### config.mk
export PLATFORM = sky130hd
export DESIGN_NAME = distributed_mutex_node
export DESIGN_NICKNAME = d
export VERILOG_FILES = /design/src/dmn_pkg.sv /design/src/dmn_front.sv /design/src/dmn_queue.sv /design/src/dmn_back.sv /design/src/distributed_mutex_node.sv
export SDC_FILE = /design/constraint.sdc
export NUM_CORES = 1
export LEC_CHECK = 0
export ABC_AREA = 1
export BUFFER_PORTS_ARGS = -buffer_cell sky130_fd_sc_hd__buf_4
export CAP_MARGIN = 20
export CORE_MARGIN = 2
export CORE_UTILIZATION = 55
export DETAILED_ROUTE_END_ITERATION = 8
export PLACE_DENSITY = 0.73
export SKIP_CTS_REPAIR_TIMING = 1
export SYNTH_ARGS = -nofsm -noshare
export SYNTH_HDL_FRONTEND = slang
export SYNTH_SLANG_ARGS = --single-unit
### constraint.sdc
create_clock -name clk -period 8.6 [get_ports clk]
set_input_delay 0 -clock clk [delete_from_list [all_inputs] [get_ports clk]]
set_output_delay 0 -clock clk [all_outputs]
set_load 0.1 [all_outputs]
### src/dmn_pkg.sv
// Package for the distributed mutex node: message and result codes, widths,
// and the structs passed between the front end, the command queue and the back end.
// No dependencies.
package dmn_pkg;

  // Default number of node slots covered by the acknowledge mask.
  localparam int DMN_MAX_NODES = 8;

  // Node identifiers travel as three bits, so at most eight nodes can be named.
  localparam int NODE_ID_W   = 3;
  localparam int NODE_IDS    = 8;
  localparam int CLOCK_W     = 32;
  localparam int SECT_W      = 8;
  localparam int NCOUNT_W    = 4;
  localparam int CFG_IDX_W   = 1;
  localparam int CFG_DATA_W  = 4;

  // Configuration register indexes.
  localparam logic [CFG_IDX_W-1:0] CFG_OWN_NODE   = 1'd0;
  localparam logic [CFG_IDX_W-1:0] CFG_NODE_COUNT = 1'd1;

  // Incoming message and command codes.
  localparam logic [1:0] OP_START = 2'd0;
  localparam logic [1:0] OP_REQ   = 2'd1;
  localparam logic [1:0] OP_ACK   = 2'd2;
  localparam logic [1:0] OP_REL   = 2'd3;

  // Outgoing result codes.
  localparam logic [1:0] KIND_BCAST = 2'd0;
  localparam logic [1:0] KIND_ACK   = 2'd1;
  localparam logic [1:0] KIND_GRANT = 2'd2;

  // Stream payload widths, padded to whole bytes.
  localparam int IN_DATA_W  = 48;
  localparam int OUT_DATA_W = 48;

  // Depth of the queue between front and back end.
  localparam int Q_DEPTH = 2;

  // One classified command, as held in the queue.
  typedef struct packed {
    logic [1:0]           op;
    logic [NODE_ID_W-1:0] src;
    logic [CLOCK_W-1:0]   mclk;
    logic [SECT_W-1:0]    sect;
  } cmd_t;

  // One outgoing result.
  typedef struct packed {
    logic [1:0]           kind;
    logic [NODE_ID_W-1:0] dest;
    logic [CLOCK_W-1:0]   stamp;
    logic [SECT_W-1:0]    sect;
    logic                 last;
  } result_t;

endpackage

### src/dmn_front.sv
// Front end of the distributed mutex node: takes incoming transactions and
// discards messages from itself or from nodes beyond the mask, then queues the rest.
// Depends on dmn_pkg.
module dmn_front #(
  parameter int MAX_NODES = dmn_pkg::DMN_MAX_NODES
) (
  input  logic                          clk,
  input  logic                          rst,
  input  logic                          in_valid,
  output logic                          in_ready,
  input  dmn_pkg::cmd_t                 in_cmd,
  input  logic [dmn_pkg::NODE_ID_W-1:0] own_node,
  output logic                          push,
  output dmn_pkg::cmd_t                 push_cmd,
  input  logic                          q_full
);

  logic is_msg;
  logic src_in_range;
  logic from_self;
  logic keep;

  // Requests and acks from ourselves or from unknown nodes have no effect.
  always_comb begin
    is_msg       = (in_cmd.op == dmn_pkg::OP_REQ) || (in_cmd.op == dmn_pkg::OP_ACK);
    src_in_range = 32'(in_cmd.src) < 32'(MAX_NODES);
    from_self    = in_cmd.src == own_node;
    keep         = !is_msg || (src_in_range && !from_self);
  end

  assign in_ready = !q_full;
  assign push     = in_valid && in_ready && keep;
  assign push_cmd = in_cmd;

  // The front end holds no state of its own; clock and reset are kept for symmetry.
  logic unused_clk_rst;
  assign unused_clk_rst = clk ^ rst;

endmodule

### src/dmn_queue.sv
// Short command queue between the front end and the back end of the mutex node.
// Depends on dmn_pkg.
module dmn_queue (
  input  logic          clk,
  input  logic          rst,
  input  logic          push,
  input  dmn_pkg::cmd_t push_cmd,
  output logic          full,
  output logic          pop_valid,
  output dmn_pkg::cmd_t pop_cmd,
  input  logic          pop
);

  localparam int PTR_W = (dmn_pkg::Q_DEPTH > 1) ? $clog2(dmn_pkg::Q_DEPTH) : 1;
  localparam int CNT_W = $clog2(dmn_pkg::Q_DEPTH + 1);

  dmn_pkg::cmd_t entries [dmn_pkg::Q_DEPTH];
  logic [PTR_W-1:0] wr_ptr;
  logic [PTR_W-1:0] rd_ptr;
  logic [CNT_W-1:0] count;

  assign full      = count == CNT_W'(dmn_pkg::Q_DEPTH);
  assign pop_valid = count != '0;
  assign pop_cmd   = entries[rd_ptr];

  // Pointer wrap for any depth.
  function automatic logic [PTR_W-1:0] ptr_inc(input logic [PTR_W-1:0] p);
    return (32'(p) == dmn_pkg::Q_DEPTH - 1) ? '0 : p + PTR_W'(1);
  endfunction

  // Storage is written only on push; no reset needed.
  always_ff @(posedge clk) begin
    if (push) begin
      entries[wr_ptr] <= push_cmd;
    end
  end

  // Pointers and fill level.
  always_ff @(posedge clk) begin
    if (rst) begin
      wr_ptr <= '0;
      rd_ptr <= '0;
      count  <= '0;
    end else begin
      if (push) begin
        wr_ptr <= ptr_inc(wr_ptr);
      end
      if (pop) begin
        rd_ptr <= ptr_inc(rd_ptr);
      end
      if (push && !pop) begin
        count <= count + CNT_W'(1);
      end else if (pop && !push) begin
        count <= count - CNT_W'(1);
      end
    end
  end

endmodule

### src/dmn_back.sv
// Back end of the mutex node: Lamport clock, request state, ack and deferral
// masks, and the output register; walks the deferred mask on release.
// Depends on dmn_pkg.
module dmn_back #(
  parameter int MAX_NODES = dmn_pkg::DMN_MAX_NODES
) (
  input  logic                          clk,
  input  logic                          rst,
  input  logic                          cmd_valid,
  input  dmn_pkg::cmd_t                 cmd,
  output logic                          cmd_pop,
  input  logic [dmn_pkg::NODE_ID_W-1:0] own_node,
  input  logic [dmn_pkg::NCOUNT_W-1:0]  node_count,
  output logic                          out_valid,
  input  logic                          out_ready,
  output dmn_pkg::result_t              out_res
);

  // Sequencer states.
  localparam logic [1:0] S_CMD   = 2'd0;
  localparam logic [1:0] S_GRANT = 2'd1;
  localparam logic [1:0] S_REL   = 2'd2;

  // Protocol phases.
  localparam logic [1:0] PH_IDLE = 2'd0;
  localparam logic [1:0] PH_WAIT = 2'd1;
  localparam logic [1:0] PH_HELD = 2'd2;

  localparam logic [dmn_pkg::CLOCK_W-1:0] CLK_MAX = '1;

  logic [1:0]                      state;
  logic [1:0]                      phase;
  logic [dmn_pkg::CLOCK_W-1:0]     lamport_clock;
  logic [dmn_pkg::CLOCK_W-1:0]     request_stamp;
  logic [dmn_pkg::SECT_W-1:0]      wanted_section;
  logic [MAX_NODES-1:0]            ack_mask;
  logic [dmn_pkg::NODE_IDS-1:0]    deferred_mask;

  logic                            out_free;
  logic [MAX_NODES-1:0]            need;
  logic [MAX_NODES-1:0]            own_bit;
  logic [MAX_NODES-1:0]            src_bit;
  logic [MAX_NODES-1:0]            ack_after;
  logic [dmn_pkg::CLOCK_W-1:0]     clk_max_in;
  logic                            same_sect;
  logic                            own_wins;
  logic                            defer;
  logic [dmn_pkg::NODE_ID_W-1:0]   rel_idx;
  logic [dmn_pkg::NODE_IDS-1:0]    rel_rest;

  function automatic logic [dmn_pkg::CLOCK_W-1:0] sat_inc(
    input logic [dmn_pkg::CLOCK_W-1:0] v
  );
    return (v == CLK_MAX) ? v : v + dmn_pkg::CLOCK_W'(1);
  endfunction

  // Two saturating increments folded into one add.
  function automatic logic [dmn_pkg::CLOCK_W-1:0] sat_inc2(
    input logic [dmn_pkg::CLOCK_W-1:0] v
  );
    return (v >= CLK_MAX - dmn_pkg::CLOCK_W'(1)) ? CLK_MAX : v + dmn_pkg::CLOCK_W'(2);
  endfunction

  // Required set is nodes below node_count, capped at the mask width.
  always_comb begin
    for (int i = 0; i < MAX_NODES; i++) begin
      need[i] = 32'(i) < 32'(node_count);
    end
  end

  // Mask bits and precedence test for the command at the head of the queue.
  always_comb begin
    own_bit    = MAX_NODES'(1) << own_node;
    src_bit    = MAX_NODES'(1) << cmd.src;
    ack_after  = ack_mask | src_bit;
    clk_max_in = (cmd.mclk > lamport_clock) ? cmd.mclk : lamport_clock;
    same_sect  = cmd.sect == wanted_section;
    own_wins   = (request_stamp < cmd.mclk) ||
                 ((request_stamp == cmd.mclk) && (own_node < cmd.src));
    defer      = ((phase == PH_HELD) && same_sect) ||
                 ((phase == PH_WAIT) && same_sect && own_wins);
  end

  // Lowest deferred node first.
  always_comb begin
    rel_idx = '0;
    for (int i = dmn_pkg::NODE_IDS - 1; i >= 0; i--) begin
      if (deferred_mask[i]) begin
        rel_idx = dmn_pkg::NODE_ID_W'(i);
      end
    end
    rel_rest = deferred_mask & ~(dmn_pkg::NODE_IDS'(1) << rel_idx);
  end

  assign out_free = !out_valid || out_ready;
  assign cmd_pop  = (state == S_CMD) && cmd_valid && out_free;

  // Output register payload.
  always_ff @(posedge clk) begin
    if (cmd_pop) begin
      case (cmd.op)
        dmn_pkg::OP_START: begin
          out_res <= '{kind: dmn_pkg::KIND_BCAST, dest: '0, stamp: lamport_clock,
                       sect: cmd.sect, last: (own_bit & need) != need};
        end
        dmn_pkg::OP_ACK: begin
          out_res <= '{kind: dmn_pkg::KIND_GRANT, dest: '0, stamp: '0,
                       sect: wanted_section, last: 1'b1};
        end
        default: begin
          out_res <= '{kind: dmn_pkg::KIND_ACK, dest: cmd.src, stamp: '0,
                       sect: '0, last: 1'b1};
        end
      endcase
    end else if (state == S_GRANT && out_free) begin
      out_res <= '{kind: dmn_pkg::KIND_GRANT, dest: '0, stamp: '0,
                   sect: wanted_section, last: 1'b1};
    end else if (state == S_REL && out_free) begin
      out_res <= '{kind: dmn_pkg::KIND_ACK, dest: rel_idx, stamp: '0,
                   sect: '0, last: rel_rest == '0};
    end
  end

  // Protocol state, clock and sequencer.
  always_ff @(posedge clk) begin
    if (rst) begin
      state          <= S_CMD;
      phase          <= PH_IDLE;
      lamport_clock  <= '0;
      request_stamp  <= '0;
      wanted_section <= '0;
      ack_mask       <= '0;
      deferred_mask  <= '0;
      out_valid      <= 1'b0;
    end else begin
      if (out_ready) begin
        out_valid <= 1'b0;
      end
      case (state)
        S_CMD: begin
          if (cmd_pop) begin
            case (cmd.op)
              dmn_pkg::OP_START: begin
                if (phase == PH_IDLE) begin
                  request_stamp  <= lamport_clock;
                  wanted_section <= cmd.sect;
                  ack_mask       <= own_bit;
                  phase          <= PH_WAIT;
                  lamport_clock  <= sat_inc(lamport_clock);
                  out_valid      <= 1'b1;
                  if ((own_bit & need) == need) begin
                    state <= S_GRANT;
                  end
                end
              end
              dmn_pkg::OP_REQ: begin
                if (defer) begin
                  deferred_mask <= deferred_mask | (dmn_pkg::NODE_IDS'(1) << cmd.src);
                  lamport_clock <= sat_inc(clk_max_in);
                end else begin
                  lamport_clock <= sat_inc2(clk_max_in);
                  out_valid     <= 1'b1;
                end
              end
              dmn_pkg::OP_ACK: begin
                if (phase == PH_WAIT) begin
                  ack_mask <= ack_after;
                  if ((ack_after & need) == need) begin
                    phase     <= PH_HELD;
                    out_valid <= 1'b1;
                  end
                end
              end
              default: begin
                if (phase == PH_HELD) begin
                  phase    <= PH_IDLE;
                  ack_mask <= '0;
                  if (deferred_mask != '0) begin
                    state <= S_REL;
                  end
                end
              end
            endcase
          end
        end
        S_GRANT: begin
          if (out_free) begin
            phase     <= PH_HELD;
            out_valid <= 1'b1;
            state     <= S_CMD;
          end
        end
        S_REL: begin
          if (out_free) begin
            deferred_mask <= rel_rest;
            lamport_clock <= sat_inc(lamport_clock);
            out_valid     <= 1'b1;
            if (rel_rest == '0) begin
              state <= S_CMD;
            end
          end
        end
        default: begin
          state <= S_CMD;
        end
      endcase
    end
  end

endmodule

### src/distributed_mutex_node.sv
// Top level of one Ricart-Agrawala mutual exclusion node: stream ports,
// configuration registers, front end, command queue and back end.
// Depends on dmn_pkg, dmn_front, dmn_queue and dmn_back.
//
//   Channel   Direction  Handshake                 Payload
//   s_axis    in         tvalid / tready           tuser: opcode; tdata: message fields
//   m_axis    out        tvalid / tready / tlast   tuser: kind; tdata: result fields
//   cfg       in         cfg_we                    cfg_index, cfg_wdata
//
// An accepted transaction is written into a two-entry queue; the back end pops it
// from the queue head and registers its first result in the output register. The
// back end takes no new command in S_GRANT or while it walks the deferred mask after
// a release, which sends one ack per deferred node. Reset is synchronous; it clears
// the clock, masks, phase and queue, and sets own node to 0 and node count to 8.
// A stalled output holds the back end; the queue lets the input run two ahead.
module distributed_mutex_node #(
  parameter int MAX_NODES = dmn_pkg::DMN_MAX_NODES
) (
  input  logic                             clk,
  input  logic                             rst,
  input  logic                             s_axis_tvalid,
  output logic                             s_axis_tready,
  // [2:0] source_node, [34:3] msg_clock, [42:35] section_id, rest zero
  input  logic [dmn_pkg::IN_DATA_W-1:0]    s_axis_tdata,
  // [1:0] opcode
  input  logic [1:0]                       s_axis_tuser,
  output logic                             m_axis_tvalid,
  input  logic                             m_axis_tready,
  // [2:0] dest_node, [34:3] stamp, [42:35] target_section, rest zero
  output logic [dmn_pkg::OUT_DATA_W-1:0]   m_axis_tdata,
  // [1:0] kind
  output logic [1:0]                       m_axis_tuser,
  output logic                             m_axis_tlast,
  input  logic                             cfg_we,
  input  logic [dmn_pkg::CFG_IDX_W-1:0]    cfg_index,
  input  logic [dmn_pkg::CFG_DATA_W-1:0]   cfg_wdata
);

  logic [dmn_pkg::NODE_ID_W-1:0] own_node;
  logic [dmn_pkg::NCOUNT_W-1:0]  node_count;
  dmn_pkg::cmd_t                 in_cmd;
  dmn_pkg::cmd_t                 push_cmd;
  dmn_pkg::cmd_t                 head_cmd;
  dmn_pkg::result_t              res;
  logic                          push;
  logic                          q_full;
  logic                          head_valid;
  logic                          pop;

  // Configuration registers.
  always_ff @(posedge clk) begin
    if (rst) begin
      own_node   <= '0;
      node_count <= dmn_pkg::NCOUNT_W'(8);
    end else if (cfg_we) begin
      case (cfg_index)
        dmn_pkg::CFG_OWN_NODE:   own_node   <= cfg_wdata[dmn_pkg::NODE_ID_W-1:0];
        dmn_pkg::CFG_NODE_COUNT: node_count <= cfg_wdata;
        default: ;
      endcase
    end
  end

  // Unpack the incoming transaction.
  always_comb begin
    in_cmd.op   = s_axis_tuser;
    in_cmd.src  = s_axis_tdata[2:0];
    in_cmd.mclk = s_axis_tdata[34:3];
    in_cmd.sect = s_axis_tdata[42:35];
  end

  dmn_front #(
    .MAX_NODES (MAX_NODES)
  ) u_front (
    .clk      (clk),
    .rst      (rst),
    .in_valid (s_axis_tvalid),
    .in_ready (s_axis_tready),
    .in_cmd   (in_cmd),
    .own_node (own_node),
    .push     (push),
    .push_cmd (push_cmd),
    .q_full   (q_full)
  );

  dmn_queue u_queue (
    .clk       (clk),
    .rst       (rst),
    .push      (push),
    .push_cmd  (push_cmd),
    .full      (q_full),
    .pop_valid (head_valid),
    .pop_cmd   (head_cmd),
    .pop       (pop)
  );

  dmn_back #(
    .MAX_NODES (MAX_NODES)
  ) u_back (
    .clk        (clk),
    .rst        (rst),
    .cmd_valid  (head_valid),
    .cmd        (head_cmd),
    .cmd_pop    (pop),
    .own_node   (own_node),
    .node_count (node_count),
    .out_valid  (m_axis_tvalid),
    .out_ready  (m_axis_tready),
    .out_res    (res)
  );

  // Pack the outgoing transaction.
  assign m_axis_tuser = res.kind;
  assign m_axis_tlast = res.last;
  assign m_axis_tdata = {5'b0, res.sect, res.stamp, res.dest};

endmodule
==> impl_metrics.py, run 1 <==
metrics = {
    "synth": {
        "ys_top_cells_by_area": "edfxtp_1 (28%), dfxtp_1 (14%), nand2_1 (12%), ha_1 (6.6%), inv_1 (6.5%)",
        "yosysUniqueCellTypes": 56,
        "async_flop_share_pct": 0,
        "synth_common_cells": "nand2_1 (484), inv_1 (255), a21oi_1 (167)",
        "seq_area_frac_synth_pct": 42.1,
        "synth_area_sq_um": 14700,
        "synth_enable_flop_cells": 136,
        "synth_flop_cell": "edfxtp_1",
        "synth_top_area_cell": "edfxtp_1",
        "synth.ff_latch_count": 241,
        "netlist.area_leader.share_pct": 27.8,
        "synth_most_common_cell": "nand2_1",
        "syn_avg_cell_area_sq_um": 7.63,
        "syn-instance-count": 1927,
        "yosys_warnings": 0,
    },
    "timing": {
        "whs_ns": -0.0290,
        "drv_slew": 0,
        "final_hold_viol_count": 3,
        "setup_ws_ns": 2.62,
        "fin_skew_ns": 0.00941,
        "max_freq_mhz": 167,
        "rsz0062_at_grt": "no",
        "min_period_ns": 5.98,
        "slew_headroom_pct": 30.6,
        "finalSetupTns_ns": 0,
        "finalCritPeriodShare_pct": 69.5,
        "worst_pin_slew_ns": 1.04,
        "setup_viol": 0,
    },
    "setup_path": {
        "cp.required_ns": 8.99,
        "crit_slowest_cell": "dfxtp_2",
        "cp.arrival_ns": 6.37,
        "worstPathMaxFanout": 60,
        "worst_path_largest_cell_delay_ns": 0.59,
        "start_kind": "register",
        "endpoint_kind": "register",
        "cpMostUsedCell": "nand2_1",
        "path_class": "reg2reg",
    },
    "final_layout": {
        "layout-drive-gt1-share_pct": 10.9,
        "nFillCells": 2223,
        "area_growth_pct": 16.0,
        "final_nets": 2192,
        "diodes": 0,
    },
    "placed_design": {
        "place_hpwl_microns": 29800,
        "place_congestion": 0.921,
        "io_buffer_count": 102,
        "pre_cts_ws_ns": 2.71,
    },
    "route": {
        "antenna_left": 0,
        "drt_first_pass_iters": 8,
        "dr_total_vias": 13600,
        "wl_microns": 41200,
        "routedWlPerCell_microns": 17.1,
        "dr.first_iter.drc_count": 1386,
        "remaining_drc_errors": 4,
        "avgViaCountPerCell": 5.63,
    },
    "die": {
        "core_area_sq_um": 26100,
        "initial_core_util_pct": 56.2,
        "ios": 113,
        "die_area_sq_um": 28000,
        "die_h_microns": 167,
        "die_w_microns": 167,
        "rows": 59,
    },
    "outcome": {
        "violations": "design-rule violations, negative hold slack",
        "status": "finished with violations",
    },
    "global_route": {
        "grt_max_degree": 84,
        "grt_pass1_wl_microns": 63800,
        "grt_overflow_total": 0,
        "antenna_found_initial": 1,
        "grt.total_usage_pct": 28.4,
        "grt_pass1_vias": 12300,
    },
    "clocking": {
        "cts_sinks": 241,
        "numCtsBuffers": 26,
        "clkTransAtPathRegs_ns": 0.06,
        "cts_buffer_depth": 3,
        "cts_root_buf": "clkbuf_16",
        "tritoncts": "built",
        "cts_max_level": 1,
        "worstSkewPairLatency_ns": 0.56,
    },
    "power_and_ir_drop": {
        "power.leakage_nw": 6.99,
        "p_per_area_nw_per_um2": 363,
        "power.total_mw": 6.19,
        "ir_drop_v": 0.000330,
    },
    "min_path": {
        "min-delay-path-class": "in2reg",
    },
    "run": {
        "maxCapViolCount": 0,
    },
}
-- stage by stage --
| stage | cell area [sq um] | utilization (%) | instances |
|---|---|---|---|
| global route | 17000 | 65.2 | 2409 |
| CTS | 16400 | 62.9 | 2349 |
| global placement | 15600 | 59.6 | 2298 |
| detailed placement | 15600 | 59.9 | 2301 |
| finish | 17000 | 65.2 | 2409 |
| floorplan | 14700 | - | 1931 |
-- cells by family (layout without fill, tap and decap cells) --
group | Yosys count | after routing | share of synthesized area [%]
simple gates | 883 | 883 | 26.7
compound gates | 355 | 355 | 13.3
buf+inv | 339 | 482 | 9.43
flops | 241 | 241 | 42.1
fa+ha+maj | 78 | 78 | 6.64
xor+xnor | 24 | 24 | 1.43
mux | 6 | 6 | 0.409
other cells | 1 | 5 | 0.0255
-- state kept, by name, indices dropped and copies added (netlist names), named ones only --
| register | count |
|---|---|
| u_queue.rd_ptr | 1 |
| u_back.ack_mask | 8 |
| u_back.out_res | 46 |
| u_queue.wr_ptr | 1 |
| u_back.state | 2 |
| u_queue.entries | 90 |
| u_queue.count | 2 |
| u_back.deferred_mask | 8 |
| u_back.out_valid | 1 |
| u_back.phase | 2 |
| node_count | 4 |
| u_back.lamport_clock | 32 |
| u_back.wanted_section | 8 |
| u_back.request_stamp | 32 |
| own_node | 3 |
-- path summary, 6_finish.rpt --
| kind | start | end | slack (ns) | depth (start not counted) |
|---|---|---|---|---|
| worst max-delay path | register | u_back.lamport_clock[24]$_SDFFE_PP0P_ | 2.62 | 25 |
| worst min-delay path | s_axis_tvalid | u_queue.wr_ptr$_SDFFE_PP0P_ | -0.03 | 4 |
| worst max register to register | register | u_back.lamport_clock[24]$_SDFFE_PP0P_ | 2.62 | 25 |
| worst min register to register | u_back.request_stamp[3]$_SDFFE_PP0P_ | u_back.request_stamp[3]$_SDFFE_PP0P_ | 0.47 | 2 |
-- metal layers --
layer / global-route usage (%) / routed length (microns)
met4: 9.83 / 1530
met1: 41.1 / 18300
met2: 44.0 / 18300
met3: 3.71 / 3080
met5: 0 / 10
-- worst max-delay path, delay by kind of cell, from the launching register on --
kind | cells | cell delay (ns)
AOI/OAI and AO/OA | 4 | 0.99
adders and majority gates | 2 | 0.60
and+or+nand+nor | 14 | 2.54
buffers and inverters | 5 | 1.05
DFF | 1 | 0.59
-- placed cells by master, fill, tap and decap left out, drive strengths merged, types with 2 or more instances in the layout --
| cell | count |
|---|---|
| conb | 5 |
| ha | 78 |
| nor2 | 167 |
| dlygate4sd3 | 60 |
| o21bai | 3 |
| a211oi | 9 |
| o22ai | 13 |
| nor3 | 36 |
| clkinv | 12 |
| edfxtp | 136 |
| nand2 | 512 |
| o21a | 2 |
| o31ai | 5 |
| clkinvlp | 2 |
| o2111ai | 2 |
| a21oi | 169 |
| nand3 | 120 |
| o221ai | 2 |
| o311a | 5 |
| o211a | 2 |
| nand3b | 8 |
| a21o | 3 |
| o211ai | 7 |
| clkbuf | 35 |
| xor2 | 21 |
| or2 | 2 |
| mux2i | 6 |
| nor4 | 10 |
| dfxtp | 105 |
| inv | 260 |
| xnor2 | 3 |
| o21ai | 127 |
| nand4 | 27 |
| a31oi | 5 |
| buf | 112 |
-- final cells by class --
class / count / area [sq um] / area share, %
multi-input combinational: 1351 / 7160 / 42.0
inverter: 262 / 986 / 5.78
tap: 335 / 419 / 2.46
sequential: 241 / 6190 / 36.3
timing repair buffer: 172 / 1490 / 8.72
clock buffer: 35 / 684 / 4.01
clock inverter: 13 / 121 / 0.712
-- report_power, final --
| part | internal (mW) | leakage [nW] | switching (mW) | total [mW] |
|---|---|---|---|---|
| combinational | 0.824 | 4.46 | 2.58 | 3.41 |
| clock | 0.594 | 0.388 | 0.478 | 1.07 |
| sequential | 1.55 | 2.15 | 0.162 | 1.71 |
| total | 2.96 | 6.99 | 3.22 | 6.19 |
(Power assumes the default switching activity.)
==> run 2, diff against run 1 <==
--- a/config.mk
+++ b/config.mk
@@ -11,7 +11,7 @@
 export CORE_MARGIN = 2
 export CORE_UTILIZATION = 55
 export DETAILED_ROUTE_END_ITERATION = 8
-export PLACE_DENSITY = 0.73
+export PLACE_DENSITY = 0.76
 export SKIP_CTS_REPAIR_TIMING = 1
 export SYNTH_ARGS = -nofsm -noshare
 export SYNTH_HDL_FRONTEND = slang
==> constraint.sdc (replaced) <==
create_clock -name clk -period 4.99 [get_ports clk]
set_input_delay 0 -clock clk [delete_from_list [all_inputs] [get_ports clk]]
set_output_delay 0 -clock clk [all_outputs]
set_load 0.1 [all_outputs]
==> run 2 against run 1 <==
  * The run still ends with design-rule violations, negative hold slack left
  * Sequential share of layout area is 0.41 points lower
  * Utilization is 0.77 points higher
  * Final cell count is 1.2% higher
  * Critical endpoint unchanged
  * Highest routed layer is now met4
==> impl_metrics.py, run 2 (synthesized netlist as in run 1, its figures left out) <==
metrics = {
    "die": {
        "die_area_sq_um": 28000,
        "die_h_microns": 167,
        "ios": 113,
        "core_area_sq_um": 26100,
        "rows": 59,
        "die_w_microns": 167,
        "initial_core_util_pct": 56.2,
    },
    "global_route": {
        "grt_overflow_total": 0,
        "grt.total_usage_pct": 27.9,
        "grt_pass1_vias": 12300,
        "grt_max_degree": 84,
        "grt_pass1_wl_microns": 63500,
        "antenna_found_initial": 0,
    },
    "placed_design": {
        "place_hpwl_microns": 29600,
        "pre_cts_ws_ns": 0.467,
        "place_congestion": 0.959,
        "dp_cells": 2334,
        "io_buffer_count": 102,
    },
    "route": {
        "antenna_left": 0,
        "dr.first_iter.drc_count": 1433,
        "wl_microns": 41600,
        "drt_first_pass_iters": 9,
        "avgViaCountPerCell": 5.62,
        "dr_total_vias": 13700,
        "routedWlPerCell_microns": 17.0,
        "remaining_drc_errors": 2,
    },
    "setup_path": {
        "start_kind": "register",
        "cp.arrival_ns": 4.98,
        "path_class": "reg2reg",
        "worstPathMaxFanout": 23,
        "endpoint_kind": "register",
        "cp.required_ns": 5.37,
    },
    "timing": {
        "final_hold_viol_count": 1,
        "fin_skew_ns": 0.0270,
        "max_freq_mhz": 217,
        "finalCritPeriodShare_pct": 92.2,
        "rsz0062_at_grt": "no",
        "drv_slew": 0,
        "setup_viol": 0,
        "slew_headroom_pct": 29.1,
        "whs_ns": -0.0306,
        "finalSetupTns_ns": 0,
        "setup_ws_ns": 0.391,
        "min_period_ns": 4.60,
        "worst_pin_slew_ns": 1.06,
    },
    "power_and_ir_drop": {
        "internal_power_mw": 5.21,
        "ir_drop_v": 0.000624,
        "switchingPower_mw": 5.61,
        "power.leakage_nw": 7.14,
        "power_frac_comb_pct": 55.8,
        "netSwitchingFraction_pct": 51.8,
        "p_per_area_nw_per_um2": 628,
        "clkPwrFrac_pct": 17.2,
        "p_seq_share_pct": 27.1,
    },
    "final_layout": {
        "final_nets": 2222,
        "utilization_pct": 66.0,
        "largest-register": "u_queue.entries",
        "largest_reg_flops": 90,
        "layout-drive-gt1-share_pct": 12.4,
        "diodes": 0,
        "mostFrequentLayoutCells": "nand2_1 (483), inv_1 (255), a21oi_1 (167)",
        "final_common_cell": "nand2_1",
        "nFillCells": 2232,
        "area_growth_pct": 17.3,
        "instances_no_fill": 2439,
        "reg_top3": "u_queue.entries: 90 flops, u_back.out_res: 46 flops",
    },
    "clocking": {
        "cts_sinks": 241,
        "cts_root_buf": "clkbuf_16",
        "cts_buffer_depth": 3,
        "clkTransAtPathRegs_ns": 0.06,
        "cts_max_level": 1,
        "numCtsBuffers": 26,
        "worstSkewPairLatency_ns": 0.57,
        "tritoncts": "built",
    },
    "run": {
        "maxCapViolCount": 0,
    },
    "outcome": {
        "violations": "design-rule violations, negative hold slack",
        "status": "finished with violations",
    },
    "min_path": {
        "min-delay-path-class": "in2reg",
    },
}
-- run 2: layout make-up --
type,instances,area (sq um),share of cell area [%]
clock buffers,36,698,4.05
clock inverters,12,108,0.624
inverters,262,986,5.72
multi-input cells,1351,7160,41.5
flip-flops and latches,241,6190,35.9
well taps,335,419,2.43
repair buffers,202,1680,9.76
-- run 2: worst max-delay path: stages (launching register included) --
cell and delay [ns]:
dfxtp_4 0.42, buf_4 0.18, o21ai_0 0.34, inv_1 0.13
ha_1 0.31, a21oi_1 0.16, nor2_1 0.06, nor2_1 0.10
nand3_1 0.10, a21oi_2 0.22, nand2_4 0.14, nand2_4 0.15
inv_1 0.08, o21ai_1 0.23, inv_1 0.12, ha_1 0.25
inv_1 0.09, nor2_2 0.05, nand2_2 0.10, nor2_2 0.06
nand2_2 0.33, nand2_1 0.18, o21ai_0 0.30, nand2_1 0.09
nand2_1 0.07, nand2_1 0.06, nand2_1 0.05, a21oi_1 0.05
-- run 2: layer usage --
metal	part of all wire, %	routed length, microns	track usage, %
met2	45	18500	43.5
met3	8.8	3640	4.02
met5	0	0	0
met4	2.9	1220	7.41
met1	44	18200	41.0
-- run 2: per-stage QoR --
| stage | power (mW) | hold slack, ns | cell area (sq um) |
|---|---|---|---|
| after detailed placement | 8.83 | 0.187 | 15900 |
| after global placement | 8.71 | 0.185 | 15900 |
| final | 10.8 | -0.0306 | 17200 |
| after floorplan | 7.32 | 0.0989 | 14700 |
| after global routing | 11.4 | 0.00772 | 17200 |
| after CTS | 10.7 | -0.397 | 16700 |
-- run 2: final timing paths --
kind | start | to | slack (ns) | depth (start not counted)
worst min register to register | u_queue.rd_ptr$_SDFFE_PP0P_ | register | 0.46 | 2
worst min-delay path | m_axis_tready | u_back.out_valid$_SDFF_PP0_ | -0.03 | 6
worst max-delay path | register | u_back.lamport_clock[24]$_SDFFE_PP0P_ | 0.39 | 27
worst max register to register | register | u_back.lamport_clock[24]$_SDFFE_PP0P_ | 0.39 | 27
-- run 2: power groups by stage --
stage,logic (mW),clock network (mW),registers [mW]
floorplan,3.06,0,4.26
finish,6.04,1.86,2.93
CTS,5.91,1.87,2.92
global route,6.48,1.95,2.97
detailed placement,5.88,0,2.95
global placement,5.77,0,2.94
==> run 3, diff against run 2 <==
--- a/config.mk
+++ b/config.mk
@@ -5,7 +5,6 @@
 export SDC_FILE = /design/constraint.sdc
 export NUM_CORES = 1
 export LEC_CHECK = 0
-export ABC_AREA = 1
 export BUFFER_PORTS_ARGS = -buffer_cell sky130_fd_sc_hd__buf_4
 export CAP_MARGIN = 20
 export CORE_MARGIN = 2
==> run 3 against run 2 <==
  * The run ends with negative hold slack left
  * Non-clock buffer count rose by 87
  * Combinational power up 2%
  * Via count down 3.7%
  * Sequential share of layout area fell by 0.90 points
  * Synthesized cell count decreased by 18%
  * Worst setup slack worse by 0.27 ns
  * Global-route usage grew 2.6 points
  * Fmax down 5.5%
  * Final cell count is 12% lower
  * Critical endpoint is now u_back.lamport_clock[6]$_SDFFE_PP0P_
==> impl_metrics.py, run 3 <==
metrics = {
    "outcome": {
        "status": "finished with violations",
        "violations": "negative hold slack",
    },
    "power_and_ir_drop": {
        "power_frac_comb_pct": 55.6,
        "p_seq_share_pct": 25.8,
        "switchingPower_mw": 5.34,
        "p_per_area_nw_per_um2": 624,
        "clkPwrFrac_pct": 18.6,
        "netSwitchingFraction_pct": 48.3,
        "power.leakage_nw": 6.55,
        "internal_power_mw": 5.71,
        "ir_drop_v": 0.000649,
    },
    "die": {
        "ios": 113,
        "core_area_sq_um": 25300,
        "initial_core_util_pct": 56.3,
        "rows": 58,
        "die_area_sq_um": 27200,
        "die_h_microns": 165,
        "die_w_microns": 165,
    },
    "setup_path": {
        "worstPathMaxFanout": 10,
        "path_class": "reg2reg",
        "r2r_cells": 24,
        "cp.arrival_ns": 5.29,
        "start_kind": "register",
        "cp.required_ns": 5.41,
        "endpoint_kind": "register",
    },
    "synth": {
        "synth.ff_latch_count": 241,
        "syn-instance-count": 1571,
        "synth_common_cells": "a21oi_1 (178), nand2_1 (178), edfxtp_1 (136)",
        "synth_flop_cell": "edfxtp_1",
        "netlist.area_leader.share_pct": 28.6,
        "synth_area_sq_um": 14300,
        "ys_top_cells_by_area": "edfxtp_1 (29%), dfxtp_1 (15%), ha_1 (6.8%), a21oi_1 (6.2%), nand2_1 (4.7%)",
        "async_flop_share_pct": 0,
        "yosys_warnings": 0,
        "seq_area_frac_synth_pct": 43.4,
        "synth_top_area_cell": "edfxtp_1",
        "yosysUniqueCellTypes": 93,
        "synth_enable_flop_cells": 136,
        "syn_avg_cell_area_sq_um": 9.08,
    },
    "final_layout": {
        "instances_no_fill": 2150,
        "largest-register": "u_queue.entries",
        "layout-drive-gt1-share_pct": 18.3,
        "mostFrequentLayoutCells": "buf_4 (222), a21oi_1 (176), nand2_1 (175)",
        "nFillCells": 1986,
        "design_area_sq_um": 17700,
        "final_common_cell": "buf_4",
        "largest_reg_flops": 90,
        "area_growth_pct": 24.0,
        "final_nets": 1938,
        "diodes": 0,
        "reg_top3": "u_queue.entries: 90 flops, u_back.out_res: 46 flops",
    },
    "placed_design": {
        "place_congestion": 0.996,
        "place_hpwl_microns": 31300,
        "post_dp_cell_area_sq_um": 16000,
        "io_buffer_count": 102,
        "dp_cells": 2024,
    },
    "route": {
        "remaining_drc_errors": 0,
        "drt_first_pass_iters": 6,
        "antenna_left": 0,
        "routedWlPerCell_microns": 20.5,
        "wl_microns": 44200,
        "dr_total_vias": 13200,
        "dr.first_iter.drc_count": 1686,
        "avgViaCountPerCell": 6.15,
    },
    "global_route": {
        "antenna_found_initial": 0,
        "grt.total_usage_pct": 30.6,
        "grt_max_degree": 66,
        "grt_overflow_total": 0,
        "grt_pass1_wl_microns": 64700,
        "grt_pass1_vias": 11600,
    },
    "timing": {
        "slew_headroom_pct": 39.4,
        "fin_skew_ns": 0.0152,
        "setup_viol": 0,
        "final_hold_viol_count": 1,
        "finalSetupTns_ns": 0,
        "min_period_ns": 4.87,
        "finalCritPeriodShare_pct": 97.6,
        "worst_pin_slew_ns": 0.909,
        "drv_slew": 0,
        "max_freq_mhz": 205,
        "whs_ns": -0.0406,
    },
    "clocking": {
        "cts_root_buf": "clkbuf_16",
        "numCtsBuffers": 27,
        "worstSkewPairLatency_ns": 0.56,
        "clkTransAtPathRegs_ns": 0.07,
        "cts_buffer_depth": 3,
        "cts_max_level": 1,
        "tritoncts": "built",
        "cts_sinks": 241,
    },
    "run": {
        "maxCapViolCount": 0,
    },
    "min_path": {
        "holdPathStages": 5,
        "min-delay-path-class": "in2reg",
    },
}
-- run 3: cell types whose count changed in the layout (fill, tap and decap cells not counted), sizes merged, moves of 24 or more --
| cell | previous run | this run |
|---|---|---|
| o21ai | 127 | 84 |
| nor2 | 167 | 130 |
| nand2 | 512 | 178 |
| inv | 260 | 79 |
| mux2i | 6 | 61 |
| and2 | 0 | 36 |
| xnor2 | 3 | 27 |
| buf | 145 | 228 |
| nand3 | 120 | 55 |
-- run 3: layout make-up --
cell class | count | area, sq um | share of cell area [%]
multi-input cells | 1164 | 7520 | 42.5
flip-flops and latches | 241 | 6190 | 35.0
repair buffers | 289 | 2380 | 13.4
clock buffers | 29 | 683 | 3.86
well taps | 330 | 413 | 2.33
inverters | 77 | 289 | 1.63
clock inverters | 20 | 223 | 1.26
-- run 3: metrics by stage --
stage	setup slack, ns	hold WS [ns]	power (mW)	utilization, %
2_1_floorplan	-0.141	0.0989	7.11	-
3_3_place_gp	0.220	0.185	8.57	63.0
3_5_place_dp	0.128	0.187	8.66	63.0
4_1_cts	0.0336	-0.389	10.7	66.6
5_1_grt	-0.0466	0.0116	11.5	69.9
6_report	0.122	-0.0406	11.0	69.9
-- run 3: kinds of logic (layout without fill, tap and decap cells) --
family,Yosys count,after routing,synth area share [%]
DFF,241,241,43.4
xor gates and xnor gates,42,42,2.58
adders and majority gates,79,79,6.91
AOI/OAI and AO/OA,405,405,17.4
buffers and inverters,171,415,5.20
and+or+nand+nor,565,565,19.6
other,1,5,0.0263
muxes,67,68,4.88
-- run 3: worst paths after layout --
kind / slack, ns / from / to
setup / recovery: 0.12 / register / u_back.lamport_clock[6]$_SDFFE_PP0P_
hold / removal: -0.04 / s_axis_tvalid / u_queue.wr_ptr$_SDFFE_PP0P_
setup reg to reg: 0.12 / register / u_back.lamport_clock[6]$_SDFFE_PP0P_
hold reg to reg: 0.46 / u_back.request_stamp[0]$_SDFFE_PP0P_ / u_back.request_stamp[0]$_SDFFE_PP0P_
-- run 3: worst max-delay path, stage by stage (launching register included) --
cell	delay, ns
dfxtp_4	0.45
buf_6	0.18
buf_4	0.13
mux2i_1	0.30
inv_1	0.14
ha_1	0.30
nand4_1	0.21
a2111o_1	0.45
nand4_1	0.10
o211ai_1	0.11
buf_4	0.17
buf_4	0.16
nand2_2	0.07
o21ai_2	0.06
ha_2	0.19
buf_4	0.14
nand2b_1	0.10
buf_4	0.13
a21oi_1	0.04
mux2_2	0.33
mux2i_4	0.32
buf_12	0.16
nor4_4	0.03
nor4_2	0.34
a2111oi_2	0.11
-- run 3: power by group through the flow --
stage / clock (mW) / combinational, mW / sequential, mW
2_1_floorplan: 0 / 2.89 / 4.22
3_3_place_gp: 0 / 5.66 / 2.91
3_5_place_dp: 0 / 5.74 / 2.92
4_1_cts: 2.07 / 5.77 / 2.88
5_1_grt: 2.16 / 6.49 / 2.88
6_report: 2.06 / 6.14 / 2.85
-- run 3: layer usage --
| metal | GRT usage, % | up-vias | part of all wire [%] |
|---|---|---|---|
| met2 | 43.0 | 747 | 42 |
| met1 | 48.5 | 6208 | 45 |
| met5 | 0 | - | 0 |
| li1 | - | 6185 | - |
| met3 | 5.07 | 74 | 11 |
| met4 | 7.31 | 0 | 2.0 |
